**src/rtl/periodic_oneshot_timer_bank_unit_macros.svh**
```systemverilog
// Assertion macros shared by the timer bank RTL.
// Include once by bare file name; no other dependencies.
`ifndef PERIODIC_ONESHOT_TIMER_BANK_UNIT_MACROS_SVH
`define PERIODIC_ONESHOT_TIMER_BANK_UNIT_MACROS_SVH

// Implication checked at every clock edge outside reset
`define POTB_ASSERT_IMPL(label, ante, cons) \
  label: assert property (@(posedge clk) disable iff (!rst_n) (ante) |-> (cons)) \
    else $error("assertion failed");

// Implication checked in the cycle after the antecedent
`define POTB_ASSERT_NEXT(label, ante, cons) \
  label: assert property (@(posedge clk) disable iff (!rst_n) (ante) |=> (cons)) \
    else $error("assertion failed");

`endif

```
**src/rtl/potb_pkg.sv**
```systemverilog
// Package for the periodic/one-shot timer bank: sizes, codes and field widths.
// No dependencies.
`default_nettype none
package potb_pkg;
  localparam int NUM_TIMERS    = 16;
  localparam int TW            = 4;   // timer slot index width
  localparam int ACW           = 5;   // active count width
  localparam int PENDING_DEPTH = 8;
  localparam int PW            = 3;   // pending index width
  localparam int PCW           = 4;   // pending count width
  localparam int RESULT_LIMIT  = 8;
  localparam int PERW          = 31;
  localparam int TAGW          = 16;
  localparam int DROPW         = 5;

  typedef enum logic [2:0] {
    ACT_TICK   = 3'd0,
    ACT_ADD_P  = 3'd1,
    ACT_ADD_O  = 3'd2,
    ACT_REMOVE = 3'd3,
    ACT_DRAIN  = 3'd4
  } action_t;

  typedef enum logic [2:0] {
    ST_OK       = 3'd0,
    ST_FULL     = 3'd1,
    ST_BAD_PER  = 3'd2,
    ST_NO_TIMER = 3'd3,
    ST_EMPTY    = 3'd4
  } status_t;
endpackage
`default_nettype wire

```
**src/rtl/periodic_oneshot_timer_bank_unit.sv**
```systemverilog
// Top level of the periodic/one-shot timer bank with its sequencer.
// Depends on potb_pkg and periodic_oneshot_timer_bank_unit_macros.svh.
`default_nettype none
`include "periodic_oneshot_timer_bank_unit_macros.svh"

// A bank of 16 countdown timers with an 8-entry pending expiration queue.
// One transaction is taken at a time; in_tready is low while it is worked on.
// Add, bad-period, table-full, empty-drain and unknown actions give their result
// through the S_RESP state, and in_tready returns once that result is loaded.
// A tick walks the active list through one shared decrement-and-compare unit,
// one timer per cycle: its result follows through S_RESP once the scan ends.
// A remove scans the active list the same way to close the gap. A drain sends up
// to 8 results, one per cycle while out_tready is high.
// No clearing pass follows reset.
module periodic_oneshot_timer_bank_unit
  import potb_pkg::*;
(
  input  wire logic        clk,
  input  wire logic        rst_n,
  input  wire logic        in_tvalid,
  output logic             in_tready,
  input  wire logic [55:0] in_tdata,   // action[2:0] period[33:3] handle[37:34] tag[53:38]
  output logic             out_tvalid,
  input  wire logic        out_tready,
  output logic [31:0]      out_tdata,  // status[2:0] slot[6:3] expired_tag[22:7] dropped[27:23]
  output logic             out_tlast
);

  typedef enum logic [2:0] {S_IDLE, S_TICK, S_REM, S_DRAIN, S_RESP} state_t;

  state_t state_r;

  // timer table
  logic [PERW-1:0] per_r  [NUM_TIMERS];
  logic [PERW-1:0] rem_r  [NUM_TIMERS];
  logic            rep_r  [NUM_TIMERS];
  logic [TAGW-1:0] tag_r  [NUM_TIMERS];
  logic [TW-1:0]   order_r[NUM_TIMERS];
  logic [NUM_TIMERS-1:0] busy_r;
  logic [ACW-1:0]  act_cnt_r;

  // pending queue
  logic [TAGW-1:0] ptag_r [PENDING_DEPTH];
  logic [TW-1:0]   pslot_r[PENDING_DEPTH];
  logic [PCW-1:0]  pend_cnt_r;
  logic [PW-1:0]   pend_head_r;

  // sequencer
  logic [ACW-1:0]   idx_r, wr_r;
  logic [DROPW-1:0] drop_r;
  logic             found_r;
  logic [TW-1:0]    hnd_r;
  logic [PCW-1:0]   k_r;
  status_t          rs_status_r;
  logic [TW-1:0]    rs_slot_r;

  // output register
  logic             out_valid_r;
  logic [31:0]      out_data_r;
  logic             out_last_r;

  // input fields
  action_t         in_action;
  logic [PERW-1:0] in_period;
  logic [TW-1:0]   in_handle;
  logic [TAGW-1:0] in_tag;
  assign in_action = action_t'(in_tdata[2:0]);
  assign in_period = in_tdata[33:3];
  assign in_handle = in_tdata[37:34];
  assign in_tag    = in_tdata[53:38];

  assign in_tready  = (state_r == S_IDLE);
  assign out_tvalid = out_valid_r;
  assign out_tdata  = out_data_r;
  assign out_tlast  = out_last_r;

  logic out_free;
  assign out_free = !out_valid_r || out_tready;

  // output register loads a new result this cycle
  logic out_load;
  assign out_load = out_free && ((state_r == S_DRAIN) || (state_r == S_RESP));

  // lowest free slot
  logic [TW-1:0] free_slot;
  always_comb begin
    free_slot = '0;
    for (int s = NUM_TIMERS - 1; s >= 0; s--) begin
      if (!busy_r[s]) free_slot = TW'(s);
    end
  end

  // shared decrement-and-compare unit, on the timer at the scan position
  logic [TW-1:0]   cur_slot;
  logic [PERW-1:0] dec_val;
  logic            dec_zero;
  logic [PW-1:0]   tail;
  assign cur_slot = order_r[idx_r[TW-1:0]];
  assign dec_val  = rem_r[cur_slot] - PERW'(1);
  assign dec_zero = (dec_val == '0);
  assign tail     = pend_head_r + pend_cnt_r[PW-1:0];

  logic scan_more;
  assign scan_more = (idx_r < act_cnt_r);

  // sequencer, tables and output register
  always_ff @(posedge clk) begin
    if (!rst_n) begin
      state_r     <= S_IDLE;
      busy_r      <= '0;
      act_cnt_r   <= '0;
      pend_cnt_r  <= '0;
      pend_head_r <= '0;
      out_valid_r <= 1'b0;
    end else begin
      if (out_load) out_valid_r <= 1'b1;
      else if (out_tready) out_valid_r <= 1'b0;
      unique case (state_r)
        S_IDLE: begin
          if (in_tvalid) begin
            idx_r       <= '0;
            wr_r        <= '0;
            drop_r      <= '0;
            found_r     <= 1'b0;
            k_r         <= '0;
            hnd_r       <= in_handle;
            unique case (in_action)
              ACT_TICK: begin
                rs_status_r <= ST_OK;
                rs_slot_r   <= '0;
                state_r     <= S_TICK;
              end
              ACT_ADD_P, ACT_ADD_O: begin
                state_r <= S_RESP;
                if (in_period == '0) begin
                  rs_status_r <= ST_BAD_PER;
                  rs_slot_r   <= '0;
                end else if (act_cnt_r >= ACW'(NUM_TIMERS)) begin
                  rs_status_r <= ST_FULL;
                  rs_slot_r   <= '0;
                end else begin
                  per_r[free_slot]              <= in_period;
                  rem_r[free_slot]              <= in_period;
                  rep_r[free_slot]              <= (in_action == ACT_ADD_P);
                  tag_r[free_slot]              <= in_tag;
                  order_r[act_cnt_r[TW-1:0]]    <= free_slot;
                  act_cnt_r                     <= act_cnt_r + ACW'(1);
                  busy_r[free_slot]             <= 1'b1;
                  rs_status_r                   <= ST_OK;
                  rs_slot_r                     <= free_slot;
                end
              end
              ACT_REMOVE: begin
                rs_slot_r <= '0;
                if (busy_r[in_handle]) begin
                  rs_status_r <= ST_OK;
                  state_r     <= S_REM;
                end else begin
                  rs_status_r <= ST_NO_TIMER;
                  state_r     <= S_RESP;
                end
              end
              ACT_DRAIN: begin
                rs_slot_r <= '0;
                if (pend_cnt_r == '0) begin
                  rs_status_r <= ST_EMPTY;
                  state_r     <= S_RESP;
                end else begin
                  rs_status_r <= ST_OK;
                  state_r     <= S_DRAIN;
                end
              end
              default: begin
                rs_status_r <= ST_OK;
                rs_slot_r   <= '0;
                state_r     <= S_RESP;
              end
            endcase
          end
        end
        S_TICK: begin
          if (scan_more) begin
            if (dec_zero) begin
              if (pend_cnt_r < PCW'(PENDING_DEPTH)) begin
                ptag_r[tail]  <= tag_r[cur_slot];
                pslot_r[tail] <= cur_slot;
                pend_cnt_r    <= pend_cnt_r + PCW'(1);
              end else if (drop_r != '1) begin
                drop_r <= drop_r + DROPW'(1);
              end
              if (rep_r[cur_slot]) begin
                rem_r[cur_slot]          <= per_r[cur_slot];
                order_r[wr_r[TW-1:0]]    <= cur_slot;
                wr_r                     <= wr_r + ACW'(1);
              end else begin
                rem_r[cur_slot]  <= '0;
                busy_r[cur_slot] <= 1'b0;
              end
            end else begin
              rem_r[cur_slot]       <= dec_val;
              order_r[wr_r[TW-1:0]] <= cur_slot;
              wr_r                  <= wr_r + ACW'(1);
            end
            idx_r <= idx_r + ACW'(1);
          end else begin
            act_cnt_r <= wr_r;
            state_r   <= S_RESP;
          end
        end
        S_REM: begin
          // shift entries after the removed one down by one place
          if (scan_more) begin
            if (found_r) order_r[idx_r[TW-1:0] - TW'(1)] <= cur_slot;
            if (cur_slot == hnd_r) found_r <= 1'b1;
            idx_r <= idx_r + ACW'(1);
          end else begin
            act_cnt_r     <= act_cnt_r - ACW'(1);
            busy_r[hnd_r] <= 1'b0;
            state_r       <= S_RESP;
          end
        end
        S_DRAIN: begin
          if (out_free) begin
            out_data_r  <= {4'b0, DROPW'(0), ptag_r[pend_head_r],
                            pslot_r[pend_head_r], ST_OK};
            out_last_r  <= (pend_cnt_r == PCW'(1)) || (k_r == PCW'(RESULT_LIMIT - 1));
            pend_head_r <= pend_head_r + PW'(1);
            pend_cnt_r  <= pend_cnt_r - PCW'(1);
            k_r         <= k_r + PCW'(1);
            if ((pend_cnt_r == PCW'(1)) || (k_r == PCW'(RESULT_LIMIT - 1)))
              state_r <= S_IDLE;
          end
        end
        S_RESP: begin
          if (out_free) begin
            out_data_r  <= {4'b0, drop_r, TAGW'(0), rs_slot_r, rs_status_r};
            out_last_r  <= 1'b1;
            state_r     <= S_IDLE;
          end
        end
        default: state_r <= S_IDLE;
      endcase
    end
  end

  // checks
  `POTB_ASSERT_IMPL(a_pend_bound, 1'b1, pend_cnt_r <= PCW'(PENDING_DEPTH))
  `POTB_ASSERT_IMPL(a_busy_count, state_r == S_IDLE, ACW'($countones(busy_r)) == act_cnt_r)
  `POTB_ASSERT_NEXT(a_one_at_time, in_tvalid && in_tready, !in_tready)

endmodule
`default_nettype wire
```
**config.mk**
```make
export PLATFORM = sky130hd
export DESIGN_NAME = periodic_oneshot_timer_bank_unit
export DESIGN_NICKNAME = d
export VERILOG_FILES = /design/src/rtl/potb_pkg.sv /design/src/rtl/periodic_oneshot_timer_bank_unit.sv
export VERILOG_INCLUDE_DIRS = /design/src /design/src/rtl
export SDC_FILE = /design/constraint.sdc
export NUM_CORES = 2
export LEC_CHECK = 0
export BUFFER_PORTS_ARGS = -buffer_cell sky130_fd_sc_hd__buf_4
export CAP_MARGIN = 20
export CORE_MARGIN = 4
export CORE_UTILIZATION = 45
export CTS_BUF_LIST = sky130_fd_sc_hd__clkbuf_4 sky130_fd_sc_hd__clkbuf_8
export DETAILED_ROUTE_END_ITERATION = 16
export PLACE_DENSITY = 0.68
export SLEW_MARGIN = 20
export SYNTH_ARGS = -nofsm -noshare
export SYNTH_HDL_FRONTEND = slang
export SYNTH_SLANG_ARGS = --single-unit
```
**constraint.sdc**
```tcl
create_clock -name clk -period 8.2 [get_ports clk]
set_input_delay 0 -clock clk [delete_from_list [all_inputs] [get_ports clk]]
set_output_delay 0 -clock clk [all_outputs]
set_load 0.05 [all_outputs]
```
Yosys cells after proc, flatten, opt, wreduce, memory -nomap -nowiden
Memory sizes are Yosys's and may differ from the RTL's. A register that Yosys moved wholly into a read port is not among the register bits.
Cells that the tools add are included.

storage, ports and cells
  output and inout port bits = 35
  memories = 7
  input port bits = 60
  logic and storage cells = 263
  bits in writable memories = 1488
  register bits = 96

memories
  memory           depth  width  read ports  clocked after memory_dff  write ports  RTL line                                source
  per_r            16     31     1           0                         1            periodic_oneshot_timer_bank_unit.sv:34  logic [PERW-1:0] per_r [NUM_TIMERS];
  rem_r            16     31     1           0                         1            periodic_oneshot_timer_bank_unit.sv:35  logic [PERW-1:0] rem_r [NUM_TIMERS];
  tag_r            16     16     1           0                         1            periodic_oneshot_timer_bank_unit.sv:37  logic [TAGW-1:0] tag_r [NUM_TIMERS];
  ptag_r           8      16     1           1                         1            periodic_oneshot_timer_bank_unit.sv:43  logic [TAGW-1:0] ptag_r [PENDING_DEPTH];
  order_r          16     4      1           1                         1            periodic_oneshot_timer_bank_unit.sv:38  logic [TW-1:0] order_r[NUM_TIMERS];
  pslot_r          8      4      1           1                         1            periodic_oneshot_timer_bank_unit.sv:44  logic [TW-1:0] pslot_r[PENDING_DEPTH];
  1 more memories  --     --     --          --                        --           --

cells by class
  reduce and logical (&&, ||, !) cells = 39
  bitwise gates (word level) = 9
  equal/unequal tests = 32
  multiplexer cells = 138
  order comparisons = 10
  $add $sub $neg = 12

operators with widths
  operator                                                     count
  two-way mux 16 bit                                           8
  two-way mux 4 bit                                            29
  two-way mux 31 bit                                           3
  two-way mux 5 bit                                            15
  two-way mux 32 bit                                           2
  case mux 32 bit (2 select lines)                             1
  zero test 31 bit                                             2
  two-way mux 1 bit                                            50
  case mux 16 bit (3 select lines)                             1
  two-way mux 3 bit                                            12
  bitwise AND 16 bit                                           2
  != test 2 bit (second input constant)                        16
  NOT 16 bit                                                   2
  OR reduction 31 bit                                          1
  subtractor 31 x 1 -> 31 bit (second input constant)          1
  case mux 5 bit (2 select lines)                              3
  adder 5 x 1 -> 5 bit (second input constant)                 4
  less-than comparator 4 x 5 -> 1 bit (second input constant)  4
  AND reduction 5 bit                                          4
  case mux 3 bit (3 select lines)                              2
  OR 16 bit                                                    1
  case mux 4 bit (2 select lines)                              2
  case mux 5 bit (3 select lines)                              1
  AND reduction 7 bit                                          2
  other kinds (39)                                             72

Longest topological paths before layout
  word-level depth = 26
  mapped depth = 28
  mapped depth without buffers = 19

Least setup slack after synthesis
No wires, ideal clock.

  path type = register to register
  start = register with a tool-made name
  end = memory pslot_r[3][0] (enable)
  path buffers = 6
  arrival = 6.995 ns
  cell stages (with the launch flop) = 23
  clock period less this slack = 7.443 ns
  slack = 0.757 ns
  library setup time = 0.448 ns
  required time = 7.752 ns
  cells stage by stage = dfxtp_1 -> buf_6 -> buf_6 -> mux2_1 -> mux4_2 -> mux2i_4 -> inv_2 -> o21ai_0 -> buf_2 -> buf_2 -> buf_2 -> nand2_1 -> a211o_1 -> and4_1 -> ha_1 -> xnor2_1 -> or4_1 -> a2111oi_1 -> o2111a_1 -> and4_1 -> buf_4 -> nand3_2 -> nor4_1

RTL lines
  what       RTL line
  to (decl)  periodic_oneshot_timer_bank_unit.sv:44

==> results.md <==
- Post-route insts no fill: 7207
- Clock Sink Count: 1587
- Top post-synthesis cells by area: edfxtp_1 71%, nand2_1 5.9%, a311oi_1 2.3%
- GRT overflow: 0
- Status: finished clean
- Placed cells: 6662
- Total negative slack: 0 ns
- DR iter-0 viols: 5472
- Antenna-violating nets left: 0
- Yosys top cell by area: edfxtp_1
- Largest stage delay, worst path: 0.98 ns
- Die ar.: 0.152 mm2
- Filler Cell Count: 12000
- Largest net degree at the start of global routing: 197
- HP Class: input pin to register
- Final period util: 93.9%
- Met2 wire length: 82.9 mm
- Cells along the critical path: clkinv_1 -> nor3_1 -> nor2_4 -> buf_12 -> buf_4 -> a211oi_1 -> nor4_1 -> or4_1 -> nor2_1 -> nand3_1 -> a2111oi_1 -> o2111a_1 -> and4_1 -> buf_4 -> a2111oi_4 -> nor3_2 -> nor4b_2
- Slew Limit Headroom: 28.4%
- DR WL met3: 17.5 mm
- Compound-Gate Fraction of Synth Area: 8.26%
- Dpl ws: 0.587 ns
- CTS max path bufs: 3
- Library cells used by synthesis: 84
- Worst path top cell family by delay: simple AND/OR/NAND/NOR gates
- Root Buffer: clkbuf_8
- Most numerous cell in the Yosys netlist: edfxtp_1
- Dpl hpwl: 95.1 mm
- Area post-placement: 0.0692 mm2
- H-tree lvl count: 4
- Fin. max-slew vios: 0
- Adder-cell area share of the yosys netlist: 0.441%
- Highest routed layer: met5
- Fmax achieved: 0.130 GHz
- WP data arrival: 8.28 ns
- Cells after Synth: 4817
- FF+latch count, synth: 1587
- # resized after CTS: 0
- Power Total: 19.9 mW
- Critical Path RT: 8.77 ns
- Layout cells sized above 1: 15.0%
- DR DRC count: 0
- Critical path startpoint category: register
- First-pass DRT Iterations: 8
- Synth warnings: 0
- Clock period minus worst slack: 7.70 ns
- XOR/XNOR Fraction of Synth Area: 0.586%
- CP dominant cell by count: buf_4
- Row cnt: 140
- Ys async rst share: 0%
- Die width: 390 um
- Final Hold Vio Count: 0
- EDFF count, synth: 1548
- I/O Buffers: 88
- Prevailing post-synth register cell: edfxtp_1
- Setup violators final: 0
- Leak: 24.9 nW
- Via count: 43300
- Max-cap violations: 0
- Hold Slack: 0.154 ns
- Number of buffers created by CTS: 240
- Nets: 5185
- Placer Congestion: 0.901
- Average cell area after synthesis: 13.7 um2
- PwrDens: 265 mW/mm2
- Synthesized area: 0.0658 mm2
- Worst-margin pin slew: 1.07 ns
- Clk slew on worst S/H paths: 0.07 ns
- Die height: 390 um
- First-pass GRT wire length: 262 mm
- RSZ-0062 raised after global routing: no
- Mux contribution to synthesized area: 3.37%
- Post-route setup slack: 0.498 ns
- Core area: 0.145 mm2
- Largest family of logic cells by synthesized area: simple AND/OR/NAND/NOR gates
- CP max-delay cell: dfxtp_1
- Finished layout cell area: 0.0750 mm2
- CTS tree: built
- Max VDD drop: 200 uV
- Worst-skew pair later-pin latency: 0.96 ns
- Initial antenna violation count: 15
- Tot GR Track Use: 22.7%
- CP Capture Type: register
- Vias in the first global route: 41100
- # IOs: 95
- Kind of critical path: register to register
- Post-synthesis sequential area ratio: 71.9%
- Synth top area share: 70.7%
- Met1 WL: 71.9 mm
- Buf/Inv on CP: 4
- Top cells by count, synth: 1548 x edfxtp_1, 1036 x nand2_1, 239 x nand3_1
- Area delta synth->final: 14.0%
- Initial Utilization: 45.2%
- Setup Skew: 0.0535 ns
- Vias/cell: 6.01
- Synth Area in Simple Gates: 13.1%
- Fin util: 51.6%
- Worst-path fanout max: 55
- Final wirelength: 177 mm
- Routed wire per std cell: 24.6 um
[layer usage]
metal  global-route usage (%)  up-vias
met5                        0        -
met1                     32.1    21600
li1                         -    19100
met3                     4.46      366
met4                     7.39       10
met2                     35.8     2327
[what timing repair did]
item,4_1_cts,5_1_grt
endpoints found under the hold margin,1379,0
buffers inserted,0,0
hold buffers,115,0
[sequential cells by signal, summed over array words and instances (netlist names), 5 cells and up, named ones only]
signal	cells
per_r	496
rem_r	496
tag_r	256
ptag_r	128
order_r	64
pslot_r	32
out_tdata	28
busy_r	16
rep_r	16
act_cnt_r	5
drop_r	5
idx_r	5
wr_r	5
[final timing paths]
| kind | startpoint | end | slack, ns | cells past startpoint |
|---|---|---|---|---|
| hold / removal | in_tdata[2] | rs_status_r[2] | 0.15 | 4 |
| hold reg to reg | busy_r[11] | busy_r[11] | 0.50 | 2 |
| setup reg to reg | register | order_r[4][3] | 0.50 | 17 |
| setup / recovery | register | order_r[4][3] | 0.50 | 17 |
[layout make-up]
cell class                 count  area [um2]  share of cell area (%)
antenna                       11        27.5                  0.0367
clock buffer                 342        4110                    5.48
clock inverter                76         488                   0.651
inverter                      41         169                   0.225
multi-input combinational   2870       17300                    23.1
sequential                  1587       47300                    63.1
tap                         1917        2400                    3.20
timing repair buffer         363        3180                    4.25
[placed cells by master (no fill, tap or decap), drive strengths merged, types with 15 or more instances in the layout]
cell and instances:
a2111oi 19, a211oi 110, a21oi 152, a22oi 18, a311oi 174, a31oi 71, and3 169, buf 248
clkbuf 342, clkinv 63, dfxtp 39, dlygate4sd3 115, edfxtp 1548, ha 20, inv 48, mux2 16
mux2i 56, mux4 65, nand2 1036, nand3 240, nand4 22, nor2 174, nor3 59, nor4 56
o211ai 15, o21ai 111, o22ai 53, or3 16, or4 28, xnor2 27, xor2 17
[worst register-to-register path: stages (launching register included)]
cell	delay, ns
dfxtp_1	0.98
clkinv_1	0.58
nor3_1	0.69
nor2_4	0.13
buf_12	0.27
buf_4	0.32
a211oi_1	0.29
nor4_1	0.10
or4_1	0.69
nor2_1	0.40
nand3_1	0.20
a2111oi_1	0.57
o2111a_1	0.31
and4_1	0.40
buf_4	0.23
a2111oi_4	0.08
nor3_2	0.48
nor4b_2	0.63
[logic make-up after synthesis]
logic type	Yosys count
xor+xnor	44
flops	1587
compound gates	785
other cells	1
simple gates	1878
fa+ha+maj	22
mux	137
buf+inv	363
[report_power, final]
group          switching [mW]  internal (mW)  leakage, nW  total (mW)
Sequential             0.0510           9.12         14.2        9.17
Combinational            3.14           1.30         8.26        4.44
Clock                    2.98           3.30         2.45        6.28
Total                    6.17           13.7         24.9        19.9
Power figures use the tool's default switching activity.
